`src/rtl/kvfe_pkg.sv`:
```
// ----------------------------------------------------------------------------
// Key-value field extractor package
// Shared constants, register indexes, the result record and the pattern
// character selection used by the search sequencer.
// ----------------------------------------------------------------------------
`default_nettype none

package kvfe_pkg;

    localparam int MAX_BODY_DEF  = 256;
    localparam int MAX_KEY_DEF   = 8;
    localparam int MAX_DELIM_DEF = 4;

    localparam int CFG_IDX_W  = 3;
    localparam int CFG_DATA_W = 64;

    localparam logic [CFG_IDX_W-1:0] REG_KEY_BYTES         = 3'd0;
    localparam logic [CFG_IDX_W-1:0] REG_KEY_LENGTH        = 3'd1;
    localparam logic [CFG_IDX_W-1:0] REG_PAIR_DELIM_BYTES  = 3'd2;
    localparam logic [CFG_IDX_W-1:0] REG_PAIR_DELIM_LENGTH = 3'd3;
    localparam logic [CFG_IDX_W-1:0] REG_KV_DELIM_BYTES    = 3'd4;
    localparam logic [CFG_IDX_W-1:0] REG_KV_DELIM_LENGTH   = 3'd5;

    typedef struct packed {
        logic       found;
        logic [7:0] value_start;
        logic [8:0] value_length;
        logic       overflow;
    } res_t;

    // Character k of the combined pattern: pair delimiter, key, key-value delimiter.
    function automatic logic [7:0] pat_char(
        input logic [63:0] key,
        input logic [31:0] pd,
        input logic [31:0] kvd,
        input logic [2:0]  pl,
        input logic [3:0]  kl,
        input logic [4:0]  k
    );
        logic [4:0] kp;
        logic [4:0] kk;
        kp = k - {2'b00, pl};
        kk = kp - {1'b0, kl};
        if (k < {2'b00, pl}) begin
            return pd[{k[1:0], 3'b000} +: 8];
        end
        else if (kp < {1'b0, kl}) begin
            return key[{kp[2:0], 3'b000} +: 8];
        end
        else begin
            return kvd[{kk[1:0], 3'b000} +: 8];
        end
    endfunction

endpackage

`default_nettype wire

```
`src/rtl/kvfe_body_mem.sv`:
```
// ----------------------------------------------------------------------------
// Body string memory
// Single write port and one registered read port holding the body bytes.
// ----------------------------------------------------------------------------
`default_nettype none

module kvfe_body_mem #(
    parameter int DEPTH = kvfe_pkg::MAX_BODY_DEF,
    parameter int AW    = $clog2(DEPTH)
) (
    input  wire logic          clk,
    input  wire logic          wr_en,
    input  wire logic [AW-1:0] wr_addr,
    input  wire logic [7:0]    wr_data,
    input  wire logic [AW-1:0] rd_addr,
    output logic      [7:0]    rd_data
);

    logic [7:0] mem [DEPTH];

    always_ff @(posedge clk)
    begin
        if (wr_en)
        begin
            mem[wr_addr] <= wr_data;
        end
        rd_data <= mem[rd_addr];
    end

endmodule

`default_nettype wire

```
`src/rtl/kvfe_search.sv`:
```
// ----------------------------------------------------------------------------
// Key-value search sequencer
// Walks the stored body with one shared byte comparator, first for key plus kv delimiter
// at the start, then for pair delimiter, key and kv delimiter, then for the value's end.
// ----------------------------------------------------------------------------
`default_nettype none

module kvfe_search #(
    parameter int MAX_BODY  = kvfe_pkg::MAX_BODY_DEF,
    parameter int MAX_KEY   = kvfe_pkg::MAX_KEY_DEF,
    parameter int MAX_DELIM = kvfe_pkg::MAX_DELIM_DEF,
    parameter int AW        = $clog2(MAX_BODY),
    parameter int CW        = $clog2(MAX_BODY + 1)
) (
    input  wire logic            clk,
    input  wire logic            rst_n,
    input  wire logic            start,
    input  wire logic [CW-1:0]   cnt_in,
    input  wire logic            ovf_in,
    input  wire logic [63:0]     key_bytes,
    input  wire logic [3:0]      key_length,
    input  wire logic [31:0]     pair_delim_bytes,
    input  wire logic [2:0]      pair_delim_length,
    input  wire logic [31:0]     kv_delim_bytes,
    input  wire logic [2:0]      kv_delim_length,
    output logic      [AW-1:0]   rd_addr,
    input  wire logic [7:0]      rd_data,
    output logic                 res_valid,
    output kvfe_pkg::res_t       res,
    input  wire logic            take
);

    localparam int          KEY_CAP   = (MAX_KEY < 8) ? MAX_KEY : 8;
    localparam int          DELIM_CAP = (MAX_DELIM < 4) ? MAX_DELIM : 4;
    localparam logic [3:0]  KEY_CAP_V = 4'(KEY_CAP);
    localparam logic [2:0]  DEL_CAP_V = 3'(DELIM_CAP);

    typedef enum logic [2:0] {
        E_IDLE,
        E_CHECK,
        E_TRY,
        E_RD,
        E_CMP,
        E_DONE
    } state_t;

    typedef enum logic [1:0] {
        M_KD,
        M_PKD,
        M_PD
    } mode_t;

    state_t         state_reg, state_next;
    mode_t          mode_reg, mode_next;
    logic [CW-1:0]  pos_reg, pos_next;
    logic [CW-1:0]  vs_reg, vs_next;
    logic [CW-1:0]  cnt_reg, cnt_next;
    logic [4:0]     j_reg, j_next;
    logic [7:0]     c_reg, c_next;
    logic [3:0]     kl_reg, kl_next;
    logic [2:0]     pl_reg, pl_next;
    logic [2:0]     dl_reg, dl_next;
    logic           ovf_reg, ovf_next;
    kvfe_pkg::res_t res_reg, res_next;

    logic [4:0]     pat_len;
    logic [4:0]     pat_ofs;
    logic [CW-1:0]  remain;
    logic [CW:0]    pos_plus_len;
    logic [CW:0]    pos_plus_one;
    logic [CW-1:0]  addr_sum;
    logic           fail;
    logic           pass;
    logic [CW+8:0]  start_ext;
    logic [CW+8:0]  len_hit_ext;
    logic [CW+8:0]  len_end_ext;

    always_comb
    begin
        case (mode_reg)
            M_KD:    pat_len = {1'b0, kl_reg} + {2'b00, dl_reg};
            M_PKD:   pat_len = {2'b00, pl_reg} + {1'b0, kl_reg} + {2'b00, dl_reg};
            default: pat_len = {2'b00, pl_reg};
        endcase
        pat_ofs = (mode_reg == M_KD) ? {2'b00, pl_reg} : 5'd0;
    end

    assign remain       = cnt_reg - pos_reg;
    assign pos_plus_len = {1'b0, pos_reg} + (CW+1)'(pat_len);
    assign pos_plus_one = {1'b0, pos_reg} + (CW+1)'(1);
    assign addr_sum     = pos_reg + CW'(j_reg);
    assign rd_addr      = addr_sum[AW-1:0];
    assign start_ext    = (CW+9)'(vs_reg);
    assign len_hit_ext  = (CW+9)'(pos_reg - vs_reg);
    assign len_end_ext  = (CW+9)'(cnt_reg - vs_reg);

    always_comb
    begin
        state_next = state_reg;
        mode_next  = mode_reg;
        pos_next   = pos_reg;
        vs_next    = vs_reg;
        cnt_next   = cnt_reg;
        j_next     = j_reg;
        c_next     = c_reg;
        kl_next    = kl_reg;
        pl_next    = pl_reg;
        dl_next    = dl_reg;
        ovf_next   = ovf_reg;
        res_next   = res_reg;
        fail       = 1'b0;
        pass       = 1'b0;

        case (state_reg)
            E_IDLE:
            begin
                if (start)
                begin
                    cnt_next   = cnt_in;
                    ovf_next   = ovf_in;
                    kl_next    = (key_length > KEY_CAP_V) ? KEY_CAP_V : key_length;
                    pl_next    = (pair_delim_length > DEL_CAP_V) ? DEL_CAP_V
                                                                 : pair_delim_length;
                    dl_next    = (kv_delim_length > DEL_CAP_V) ? DEL_CAP_V
                                                               : kv_delim_length;
                    state_next = E_CHECK;
                end
            end
            E_CHECK:
            begin
                res_next = '{found: 1'b0, value_start: 8'd0, value_length: 9'd0,
                             overflow: ovf_reg};
                if (ovf_reg || cnt_reg == '0 || kl_reg == '0 || pl_reg == '0 ||
                    dl_reg == '0 || key_bytes[7:0] == 8'd0 ||
                    pair_delim_bytes[7:0] == 8'd0 || kv_delim_bytes[7:0] == 8'd0)
                begin
                    state_next = E_DONE;
                end
                else
                begin
                    mode_next  = M_KD;
                    pos_next   = '0;
                    state_next = E_TRY;
                end
            end
            E_TRY:
            begin
                if (CW'(pat_len) > remain)
                begin
                    fail = 1'b1;
                end
                else
                begin
                    j_next     = 5'd0;
                    state_next = E_RD;
                end
            end
            E_RD:
            begin
                c_next = kvfe_pkg::pat_char(key_bytes, pair_delim_bytes, kv_delim_bytes,
                                            pl_reg, kl_reg, pat_ofs + j_reg);
                state_next = E_CMP;
            end
            E_CMP:
            begin
                if (c_reg == 8'd0 || rd_data != c_reg)
                begin
                    fail = 1'b1;
                end
                else if (j_reg == pat_len - 5'd1)
                begin
                    pass = 1'b1;
                end
                else
                begin
                    j_next     = j_reg + 5'd1;
                    state_next = E_RD;
                end
            end
            E_DONE:
            begin
                if (take)
                begin
                    state_next = E_IDLE;
                end
            end
            default:
            begin
                state_next = E_IDLE;
            end
        endcase

        if (fail)
        begin
            case (mode_reg)
                M_KD:
                begin
                    mode_next  = M_PKD;
                    pos_next   = '0;
                    state_next = E_TRY;
                end
                M_PKD:
                begin
                    if (pos_plus_one >= {1'b0, cnt_reg})
                    begin
                        state_next = E_DONE;
                    end
                    else
                    begin
                        pos_next   = pos_plus_one[CW-1:0];
                        state_next = E_TRY;
                    end
                end
                default:
                begin
                    if (pos_plus_one >= {1'b0, cnt_reg})
                    begin
                        res_next.found        = 1'b1;
                        res_next.value_start  = start_ext[7:0];
                        res_next.value_length = len_end_ext[8:0];
                        state_next            = E_DONE;
                    end
                    else
                    begin
                        pos_next   = pos_plus_one[CW-1:0];
                        state_next = E_TRY;
                    end
                end
            endcase
        end

        if (pass)
        begin
            case (mode_reg)
                M_KD, M_PKD:
                begin
                    if (pos_plus_len >= {1'b0, cnt_reg})
                    begin
                        state_next = E_DONE;
                    end
                    else
                    begin
                        mode_next  = M_PD;
                        pos_next   = pos_plus_len[CW-1:0];
                        vs_next    = pos_plus_len[CW-1:0];
                        state_next = E_TRY;
                    end
                end
                default:
                begin
                    if (pos_reg != vs_reg)
                    begin
                        res_next.found        = 1'b1;
                        res_next.value_start  = start_ext[7:0];
                        res_next.value_length = len_hit_ext[8:0];
                    end
                    state_next = E_DONE;
                end
            endcase
        end
    end

    always_ff @(posedge clk or negedge rst_n)
    begin
        if (!rst_n)
        begin
            state_reg <= E_IDLE;
            mode_reg  <= M_KD;
        end
        else
        begin
            state_reg <= state_next;
            mode_reg  <= mode_next;
        end
    end

    always_ff @(posedge clk)
    begin
        pos_reg <= pos_next;
        vs_reg  <= vs_next;
        cnt_reg <= cnt_next;
        j_reg   <= j_next;
        c_reg   <= c_next;
        kl_reg  <= kl_next;
        pl_reg  <= pl_next;
        dl_reg  <= dl_next;
        ovf_reg <= ovf_next;
        res_reg <= res_next;
    end

    assign res_valid = (state_reg == E_DONE);
    assign res       = res_reg;

    a_start_when_idle: assert property (@(posedge clk) disable iff (!rst_n)
        start |-> state_reg == E_IDLE)
        else $error("Search started while the sequencer was busy.");

    a_read_in_body: assert property (@(posedge clk) disable iff (!rst_n)
        state_reg == E_RD |-> addr_sum < cnt_reg)
        else $error("Body read beyond the stored characters.");

    a_found_no_ovf: assert property (@(posedge clk) disable iff (!rst_n)
        res_valid && res.found |-> !res.overflow && res.value_length != 9'd0)
        else $error("Found result with overflow or empty value.");

    a_absent_zero: assert property (@(posedge clk) disable iff (!rst_n)
        res_valid && !res.found |-> res.value_start == 8'd0 && res.value_length == 9'd0)
        else $error("Absent result carries a nonzero offset or length.");

endmodule

`default_nettype wire

```
`src/rtl/key_value_field_extractor_top.sv`:
```
// ----------------------------------------------------------------------------
// Key-value field extractor
// Body bytes are accepted one per cycle with no result; a transaction with
// last_byte set starts the lookup, and in_ready stays low until it finishes.
// The lookup tries body positions one after another and compares at most 16
// pattern characters at each; one shared byte comparator checks each body byte
// read from the body memory against the registered pattern character.
// Reset clears control and configuration registers; the body memory is not cleared.
// ----------------------------------------------------------------------------
`default_nettype none

module key_value_field_extractor_top #(
    parameter int MAX_BODY  = kvfe_pkg::MAX_BODY_DEF,
    parameter int MAX_KEY   = kvfe_pkg::MAX_KEY_DEF,
    parameter int MAX_DELIM = kvfe_pkg::MAX_DELIM_DEF
) (
    input  wire logic                            clk,
    input  wire logic                            rst_n,
    input  wire logic                            cfg_write,
    input  wire logic [kvfe_pkg::CFG_IDX_W-1:0]  cfg_index,
    input  wire logic [kvfe_pkg::CFG_DATA_W-1:0] cfg_data,
    input  wire logic                            in_valid,
    output logic                                 in_ready,
    input  wire logic [7:0]                      body_byte,
    input  wire logic                            last_byte,
    output logic                                 out_valid,
    input  wire logic                            out_ready,
    output logic                                 found,
    output logic [7:0]                           value_start,
    output logic [8:0]                           value_length,
    output logic                                 overflow
);

    localparam int            AW      = $clog2(MAX_BODY);
    localparam int            CW      = $clog2(MAX_BODY + 1);
    localparam logic [CW-1:0] BODY_CAP = CW'(MAX_BODY);

    logic [63:0]    key_bytes_reg;
    logic [3:0]     key_length_reg;
    logic [31:0]    pair_delim_bytes_reg;
    logic [2:0]     pair_delim_length_reg;
    logic [31:0]    kv_delim_bytes_reg;
    logic [2:0]     kv_delim_length_reg;

    logic [CW-1:0]  count_reg, count_next;
    logic           ended_reg, ended_next;
    logic           ovf_reg, ovf_next;
    logic           busy_reg, busy_next;
    logic           out_valid_reg, out_valid_next;
    kvfe_pkg::res_t out_res_reg, out_res_next;

    logic           accept;
    logic           live_char;
    logic           store;
    logic [CW-1:0]  cnt_after;
    logic           ovf_after;
    logic           start;
    logic           take;
    logic [AW-1:0]  rd_addr;
    logic [7:0]     rd_data;
    logic           res_valid;
    kvfe_pkg::res_t res;

    assign in_ready  = !busy_reg;
    assign accept    = in_valid && in_ready;
    assign live_char = accept && !ended_reg && body_byte != 8'd0;
    assign store     = live_char && count_reg < BODY_CAP;
    assign cnt_after = store ? count_reg + CW'(1) : count_reg;
    assign ovf_after = ovf_reg || (live_char && count_reg >= BODY_CAP);
    assign start     = accept && last_byte;
    assign take      = res_valid && (!out_valid_reg || out_ready);

    always_comb
    begin
        count_next     = cnt_after;
        ovf_next       = ovf_after;
        ended_next     = ended_reg || (accept && body_byte == 8'd0);
        busy_next      = busy_reg;
        out_valid_next = out_valid_reg;
        out_res_next   = out_res_reg;
        if (start)
        begin
            count_next = '0;
            ovf_next   = 1'b0;
            ended_next = 1'b0;
            busy_next  = 1'b1;
        end
        if (take)
        begin
            out_valid_next = 1'b1;
            out_res_next   = res;
            busy_next      = 1'b0;
        end
        else if (out_ready)
        begin
            out_valid_next = 1'b0;
        end
    end

    always_ff @(posedge clk or negedge rst_n)
    begin
        if (!rst_n)
        begin
            key_bytes_reg         <= '0;
            key_length_reg        <= '0;
            pair_delim_bytes_reg  <= '0;
            pair_delim_length_reg <= '0;
            kv_delim_bytes_reg    <= '0;
            kv_delim_length_reg   <= '0;
            count_reg             <= '0;
            ended_reg             <= 1'b0;
            ovf_reg               <= 1'b0;
            busy_reg              <= 1'b0;
            out_valid_reg         <= 1'b0;
        end
        else
        begin
            if (cfg_write)
            begin
                case (cfg_index)
                    kvfe_pkg::REG_KEY_BYTES:         key_bytes_reg <= cfg_data;
                    kvfe_pkg::REG_KEY_LENGTH:        key_length_reg <= cfg_data[3:0];
                    kvfe_pkg::REG_PAIR_DELIM_BYTES:  pair_delim_bytes_reg <= cfg_data[31:0];
                    kvfe_pkg::REG_PAIR_DELIM_LENGTH: pair_delim_length_reg <= cfg_data[2:0];
                    kvfe_pkg::REG_KV_DELIM_BYTES:    kv_delim_bytes_reg <= cfg_data[31:0];
                    kvfe_pkg::REG_KV_DELIM_LENGTH:   kv_delim_length_reg <= cfg_data[2:0];
                    default:
                    begin
                    end
                endcase
            end
            count_reg     <= count_next;
            ended_reg     <= ended_next;
            ovf_reg       <= ovf_next;
            busy_reg      <= busy_next;
            out_valid_reg <= out_valid_next;
        end
    end

    always_ff @(posedge clk)
    begin
        out_res_reg <= out_res_next;
    end

    kvfe_body_mem #(
        .DEPTH (MAX_BODY),
        .AW    (AW)
    ) u_body_mem (
        .clk     (clk),
        .wr_en   (store),
        .wr_addr (count_reg[AW-1:0]),
        .wr_data (body_byte),
        .rd_addr (rd_addr),
        .rd_data (rd_data)
    );

    kvfe_search #(
        .MAX_BODY  (MAX_BODY),
        .MAX_KEY   (MAX_KEY),
        .MAX_DELIM (MAX_DELIM),
        .AW        (AW),
        .CW        (CW)
    ) u_search (
        .clk               (clk),
        .rst_n             (rst_n),
        .start             (start),
        .cnt_in            (cnt_after),
        .ovf_in            (ovf_after),
        .key_bytes         (key_bytes_reg),
        .key_length        (key_length_reg),
        .pair_delim_bytes  (pair_delim_bytes_reg),
        .pair_delim_length (pair_delim_length_reg),
        .kv_delim_bytes    (kv_delim_bytes_reg),
        .kv_delim_length   (kv_delim_length_reg),
        .rd_addr           (rd_addr),
        .rd_data           (rd_data),
        .res_valid         (res_valid),
        .res               (res),
        .take              (take)
    );

    assign out_valid    = out_valid_reg;
    assign found        = out_res_reg.found;
    assign value_start  = out_res_reg.value_start;
    assign value_length = out_res_reg.value_length;
    assign overflow     = out_res_reg.overflow;

endmodule

`default_nettype wire
```
`config.mk`:
```
export PLATFORM = sky130hd
export DESIGN_NAME = key_value_field_extractor_top
export DESIGN_NICKNAME = d
export VERILOG_FILES = /design/src/rtl/kvfe_pkg.sv /design/src/rtl/kvfe_body_mem.sv /design/src/rtl/kvfe_search.sv /design/src/rtl/key_value_field_extractor_top.sv
export SDC_FILE = /design/constraint.sdc
export NUM_CORES = 2
export LEC_CHECK = 0
export BUFFER_PORTS_ARGS = -buffer_cell sky130_fd_sc_hd__clkbuf_2
export CAP_MARGIN = 30
export CORE_MARGIN = 1
export CORE_UTILIZATION = 45
export DETAILED_ROUTE_END_ITERATION = 10
export GPL_TIMING_DRIVEN = 0
export SYNTH_ARGS = -nofsm -noshare
export SYNTH_HDL_FRONTEND = slang
export SYNTH_SLANG_ARGS = --single-unit
```
`constraint.sdc`:
```
create_clock -name clk -period 6.1 [get_ports clk]
set_clock_uncertainty 0.1 [all_clocks]
set_input_delay 0.305 -clock clk [delete_from_list [all_inputs] [get_ports clk]]
set_output_delay 0.305 -clock clk [all_outputs]
set_load 0.03 [all_outputs]
```
======== After elaboration in Yosys (flattened, before gate mapping) ========
Memories as Yosys holds them, arrays and structs flattened. A register that Yosys moved wholly into a read port is not among the register bits.
Index checks and enable logic that the tools add are counted.
storage, ports and cells
  output and inout bits ................... 21
  memory bits (writable) .................. 2048
  logic and storage cells ................. 190
  bits in registers ....................... 245
  memories kept ........................... 1
operators by class
  shifts and indexed selects .............. 3
  $lt $le $gt $ge ......................... 10
  muxes and demuxes ....................... 59
  reduce and logical (&&, ||, !) cells .... 49
  add/sub/neg operators ................... 15
  equality and inequality tests ........... 22
  bitwise logic cells ..................... 1
memory list
  memory          depth  width  rd ports  clocked after Yosys merged registers in  write ports  line                 source
  u_body_mem.mem  256    8      1         1                                        1            kvfe_body_mem.sv:19  logic [7:0] mem [DEPTH];
operators by type and width
  kind                                                    count
  2-to-1 mux 18 bit                                       6
  2-to-1 mux 9 bit                                        10
  variable part select 32 x 6 -> 8 bit                    2
  variable part select 64 x 7 -> 8 bit                    1
  logical NOT 8 bit                                       5
  2-to-1 mux 3 bit                                        13
  subtractor 9 bit                                        3
  greater-or-equal comparator 10 x 9 -> 1 bit             2
  inequality test 4 x 2 -> 1 bit (second input constant)  5
  one-hot mux 5 bit (2 select lines)                      2
  2-to-1 mux 19 bit                                       1
  one-hot mux 3 bit (6 select lines)                      1
  2-to-1 mux 8 bit                                        2
  2-to-1 mux 5 bit                                        3
  2-to-1 mux 2 bit                                        7
  AND reduction 2 bit                                     7
  2-to-1 mux 1 bit                                        13
  == test 3 x 2 -> 1 bit (second input constant)          4
  == test 3 bit (second input constant)                   4
  logical NOT 3 bit                                       4
  logical OR 1 bit                                        11
  adder 9 x 1 -> 10 bit (second input constant)           1
  adder 9 x 5 -> 10 bit                                   1
  adder 9 x 1 -> 9 bit (second input constant)            1
  35 further kinds                                        50

======== Longest topological paths before layout ========
  depth after elaboration ................. 16
  depth in mapped cells ................... 21
  mapped depth without buffers ............ 21

======== Cells and area by module ========
Synthesis repeated with hierarchy kept, for this count alone.
unflattened totals
  cell total of the unflattened synthesis .. 4857
  area total of the unflattened synthesis .. 93293.2 sq um
modules (own cells, without submodules)
  module                         area an instance (sq um)  times used  cells each
  kvfe_body_mem                  79556.3                   1           3733
  kvfe_search                    7279.5                    1           738
  key_value_field_extractor_top  6457.4                    1           386

======== Worst setup path before layout ========
No wires, ideal clock.
  kind .................................... register to register
  start point ............................. register u_search.dl_reg[1]
  end point ............................... register u_search.pos_reg[0]
  cell stages (with the launch flop) ...... 22
  setup slack ............................. 1267 ps
  arrival time ............................ 4602 ps
  required time ........................... 5869 ps
  cell sequence ........................... edfxtp_1 -> inv_1 -> fa_1 -> inv_1 -> ha_1 -> fa_1 -> nor3b_1 -> a221oi_2 -> ha_1 -> nor2b_1 -> o21ai_0 -> nand2b_1 -> a21o_1 -> nand4_1 -> xnor2_1 -> ha_1 -> a211oi_1 -> o21a_1 -> a21boi_0 -> nand4b_1 -> nand2_1 -> o22ai_1
between the ends
  elaborated cells on any way between the ends .. 26
RTL lines
  element                                                       line                                  source
  from (decl)                                                   kvfe_search.sv:62                     logic [2:0] dl_reg, dl_next;
  from (signal assigned)                                        kvfe_search.sv:286                    dl_reg <= dl_next;
  adder 5 x 3 -> 5 bit or adder 4 x 3 -> 5 bit (tied branches)  kvfe_search.sv:82, kvfe_search.sv:81
  one-hot mux 5 bit (2 select lines) *                          kvfe_search.sv:80                     case (mode_reg)
  adder 9 x 5 -> 10 bit *                                       kvfe_search.sv:89                     assign pos_plus_len = {1'b0, pos_reg} + (CW+1)'(pat_len);
  net u_search.pos_plus_len[8]                                  kvfe_search.sv:69                     logic [CW:0] pos_plus_len;
  greater-or-equal comparator 10 x 9 -> 1 bit *                 kvfe_search.sv:237                    if (pos_plus_len >= {1'b0, cnt_reg})
  2-to-1 mux 9 bit *                                            kvfe_search.sv:237
  2-to-1 mux 9 bit *                                            kvfe_search.sv:234                    case (mode_reg)
  2-to-1 mux 9 bit *                                            kvfe_search.sv:232                    if (pass)
  net u_search.pos_next[0]                                      kvfe_search.sv:55                     logic [CW-1:0] pos_reg, pos_next;
  to (signal assigned)                                          kvfe_search.sv:279                    pos_reg <= pos_next;
  to (decl)                                                     kvfe_search.sv:55
The timed path passes the listed nets; every way through them passes the cells marked *.
A chain may end at the register's enable or synchronous reset.

======== Worst setup path after layout ========
  start point ............................. register u_search.j_reg[0]
  end point ............................... register u_body_mem.rd_data[4] (read register of u_body_mem.mem)
between the ends
  word-level cells in the longest chain between the ends .. 1
ends and longest elaborated chain
  element                 line                 source
  from (decl)             kvfe_search.sv:58    logic [4:0] j_reg, j_next;
  from (signal assigned)  kvfe_search.sv:282   j_reg <= j_next;
  adder 8 x 5 -> 8 bit    kvfe_search.sv:91    assign addr_sum = pos_reg + CW'(j_reg);
  to (decl)               kvfe_body_mem.sv:16  output logic [7:0] rd_data
No other way between the ends.

==> flow_summary_export.csv <==
group,metric,value,unit
layout,multi_input_area,0.0244,mm2
power_and_ir_drop,power,56.8,mW
placed_design,dpl_worst_slack,-0.386,ns
synth,synth_ff_type,"edfxtp_1",
layout,seq_area,0.0680,mm2
power_and_ir_drop,leakage,35.8,nW
detailed_routing,wl_per_cell,37.7,um
layout,syn_to_final_growth,15.5,%
timing,finalSetupViolations,75,
timing,final-hold-violation-count,0,
cts,numCtsBuffers,232,
floorplan,dieWidth,458,um
detailed_routing,drtIter0Drc,8899,
timing,relSlewSlack,22.9,%
power_and_ir_drop,power.density,525,mW/mm2
placed_design,gp_congestion,1.02,
grt,gr-total-overflow,0,
synth,synth_seq_area_share,72.5,%
detailed_routing,vias,55200,
cts,cts.path.max_buffers,3,
power_and_ir_drop,peakVddDrop,0.406,mV
grt,grt_pass1_wl,440000,um
grt,grt_pass1_vias,52800,
detailed_routing,drc,0,
synth,yosysUniqueCellTypes,79,
cts,root_buffer,"clkbuf_16",
flow_run,drv_cap,0,
placed_design,dpl_cell_area,0.0995,mm2
layout,layout.nets,5857,
cts,clk_pin_slew,0.07,ns
timing,rsz0062_at_grt,"yes",
layout,utilization,52.3,%
timing,setup_slack,-0.195,ns
placed_design,port-buffer-count,101,
outcome,violations,"setup timing",
synth,async_reset_ff_share,6.78,%
synth,synth_nets,5320,
critical_path,cp.arrival,7.01,ns
grt,grt_usage,31.1,%
detailed_routing,drtAntennaViolNets,0,
timing,slew_violations,0,
floorplan,initial_core_util,45.2,%
timing,whs,0.0198,ns
synth,avgSynthCellArea,18.2,um2
grt,antenna_found_initial,23,
cts,clock_latency,0.92,ns
critical_path,path_max_fanout,10,
synth,syn_inst,5147,
critical_path,crit_required,6.81,ns
critical_path,start_kind,"flip-flop",
layout,largest_register_ffs,2048,
min_path,hp-class,"input port to flip-flop",
detailed_routing,routed_wl,327000,um
synth,synth-warning-count,0,
synth,synth_edf_count,2110,
layout,drive_above_1_share,25.4,%
timing,min_period,6.30,ns
grt,grt_max_degree,137,
floorplan,num_io_pins,102,
layout,fillers,16700,
synth,syn_area,0.0937,mm2
cts,cts_tree,"yes",
detailed_routing,dr.pass1.iters,6,
detailed_routing,vias_per_cell,6.35,
placed_design,dpl.hpwl,222000,um
timing,worst_pin_slew,1.16,ns
outcome,status,"complete, but fails checks",
cts,htree_levels,4,
timing,finalCritPeriodShare,103,%
synth,synth_seq_cells,2301,
floorplan,rows,167,
floorplan,coreArea,0.207,mm2
critical_path,path_class,"flip-flop to flip-flop",
cts,cts_num_sinks,2301,
floorplan,die_h,458,um
critical_path,endpoint_kind,"flip-flop",
timing,max_freq,159,MHz
layout,fin_area,0.108,mm2
floorplan,die_area,0.210,mm2
==> cells in the mapped netlist (56+ instances only) <==
master	n	area share [%]
nand2_1	527	2.1
nor2_1	370	1.5
dfrtp_1	156	4.2
nand3_1	118	0.63
o21ai_0	56	0.30
edfxtp_1	2110	68
mux4_2	548	13
mux2_2	157	1.9
buf_2	63	0.34
clkbuf_1	142	0.57
ha_1	80	1.1
a21oi_1	88	0.47
inv_1	59	0.24
==> through the flow <==
step	instances	TNS, ns
after floorplan	5147	0
after global placement	8036	-5942.58
after detailed placement	8149	-28.62
after CTS	8664	0
after global routing	8677	-13.95
final	8692	-4.73
==> worst paths after layout <==
kind                                    from               endpoint  slack (ns)  cells past startpoint
min in group asynchronous              rst_n      key_bytes_reg[44]        0.47                      4
max in group asynchronous              rst_n      key_bytes_reg[21]        4.97                      4
setup reg to reg           u_search.j_reg[0]  u_body_mem.rd_data[4]       -0.20                     14
setup / recovery           u_search.j_reg[0]  u_body_mem.rd_data[4]       -0.20                     14
hold / removal                  body_byte[1]  u_body_mem.mem[18][1]        0.02                      1
hold reg to reg              u_search.res[4]        value_length[3]        0.33                      0
==> cell families (layout without fill, tap and decap cells) <==
| kind of cell | after synthesis | in the layout | share of synthesized area (%) |
|---|---|---|---|
| flip-flops | 2301 | 2301 | 72.5 |
| multiplexers | 740 | 740 | 15.4 |
| XOR/XNOR | 68 | 68 | 0.636 |
| buffers and inverters | 344 | 1083 | 1.66 |
| other | 0 | 18 | 0 |
| adder cells (fa/ha/maj) | 92 | 92 | 1.32 |
| AO/OA/AOI/OAI | 375 | 375 | 2.70 |
| AND/OR/NAND/NOR | 1227 | 1227 | 5.70 |
==> area by class of cell <==
type | count | share of cell area, %
well taps | 2788 | 3.22
inverters | 60 | 0.208
clock inverters | 149 | 1.36
multi-input cells | 2502 | 22.5
diodes | 18 | 0.0416
repair buffers | 305 | 2.93
clock buffers | 287 | 5.60
plain buffers | 282 | 1.29
flip-flops and latches | 2301 | 62.8
==> critical path, stage by stage (launching register included) <==
cell      delay [ns]
edfxtp_1        0.57
ha_1            0.34
fa_1            0.51
xnor2_2         0.53
buf_2           0.52
buf_2           0.76
clkbuf_1        0.45
buf_8           0.24
nand2_1         0.09
a21oi_1         0.33
nor2_1          0.09
a22oi_1         0.40
nand4b_1        0.32
nor4_1          0.61
buf_2           0.31
==> power by group <==
group          total, mW  leakage [nW]  internal (mW)  switching [mW]
combinational       24.6          11.0           8.40            16.2
sequential          17.9          21.2           17.7           0.273
clock               14.3          3.68           7.96            6.30
==> routing by layer <==
layer | track usage, % | routed length [um]
met1 | 41.1 | 121000
met2 | 46.1 | 146000
met3 | 9.72 | 40600
met4 | 16.5 | 19900
met5 | 0 | 139
==> layout by cell type (no fill, tap or decap), types with 86 or more instances in the layout <==
master / count
nor2_1: 315
clkbuf_1: 158
clkbuf_2: 121
mux2_2: 157
nand3_1: 118
dfrtp_1: 156
clkbuf_16: 233
nand2_1: 526
edfxtp_1: 2110
a21oi_1: 86
mux4_2: 548
==> what timing repair did <==
item / 4_1_cts / 5_1_grt
endpoints found under the hold margin: 663 / 0
setup buffers: 0 / 3
resized for setup: 10 / 62
hold buffers: 81 / 0
endpoints found under the setup margin: 7 / 455
No activity file was read; power rests on OpenSTA's default activity.
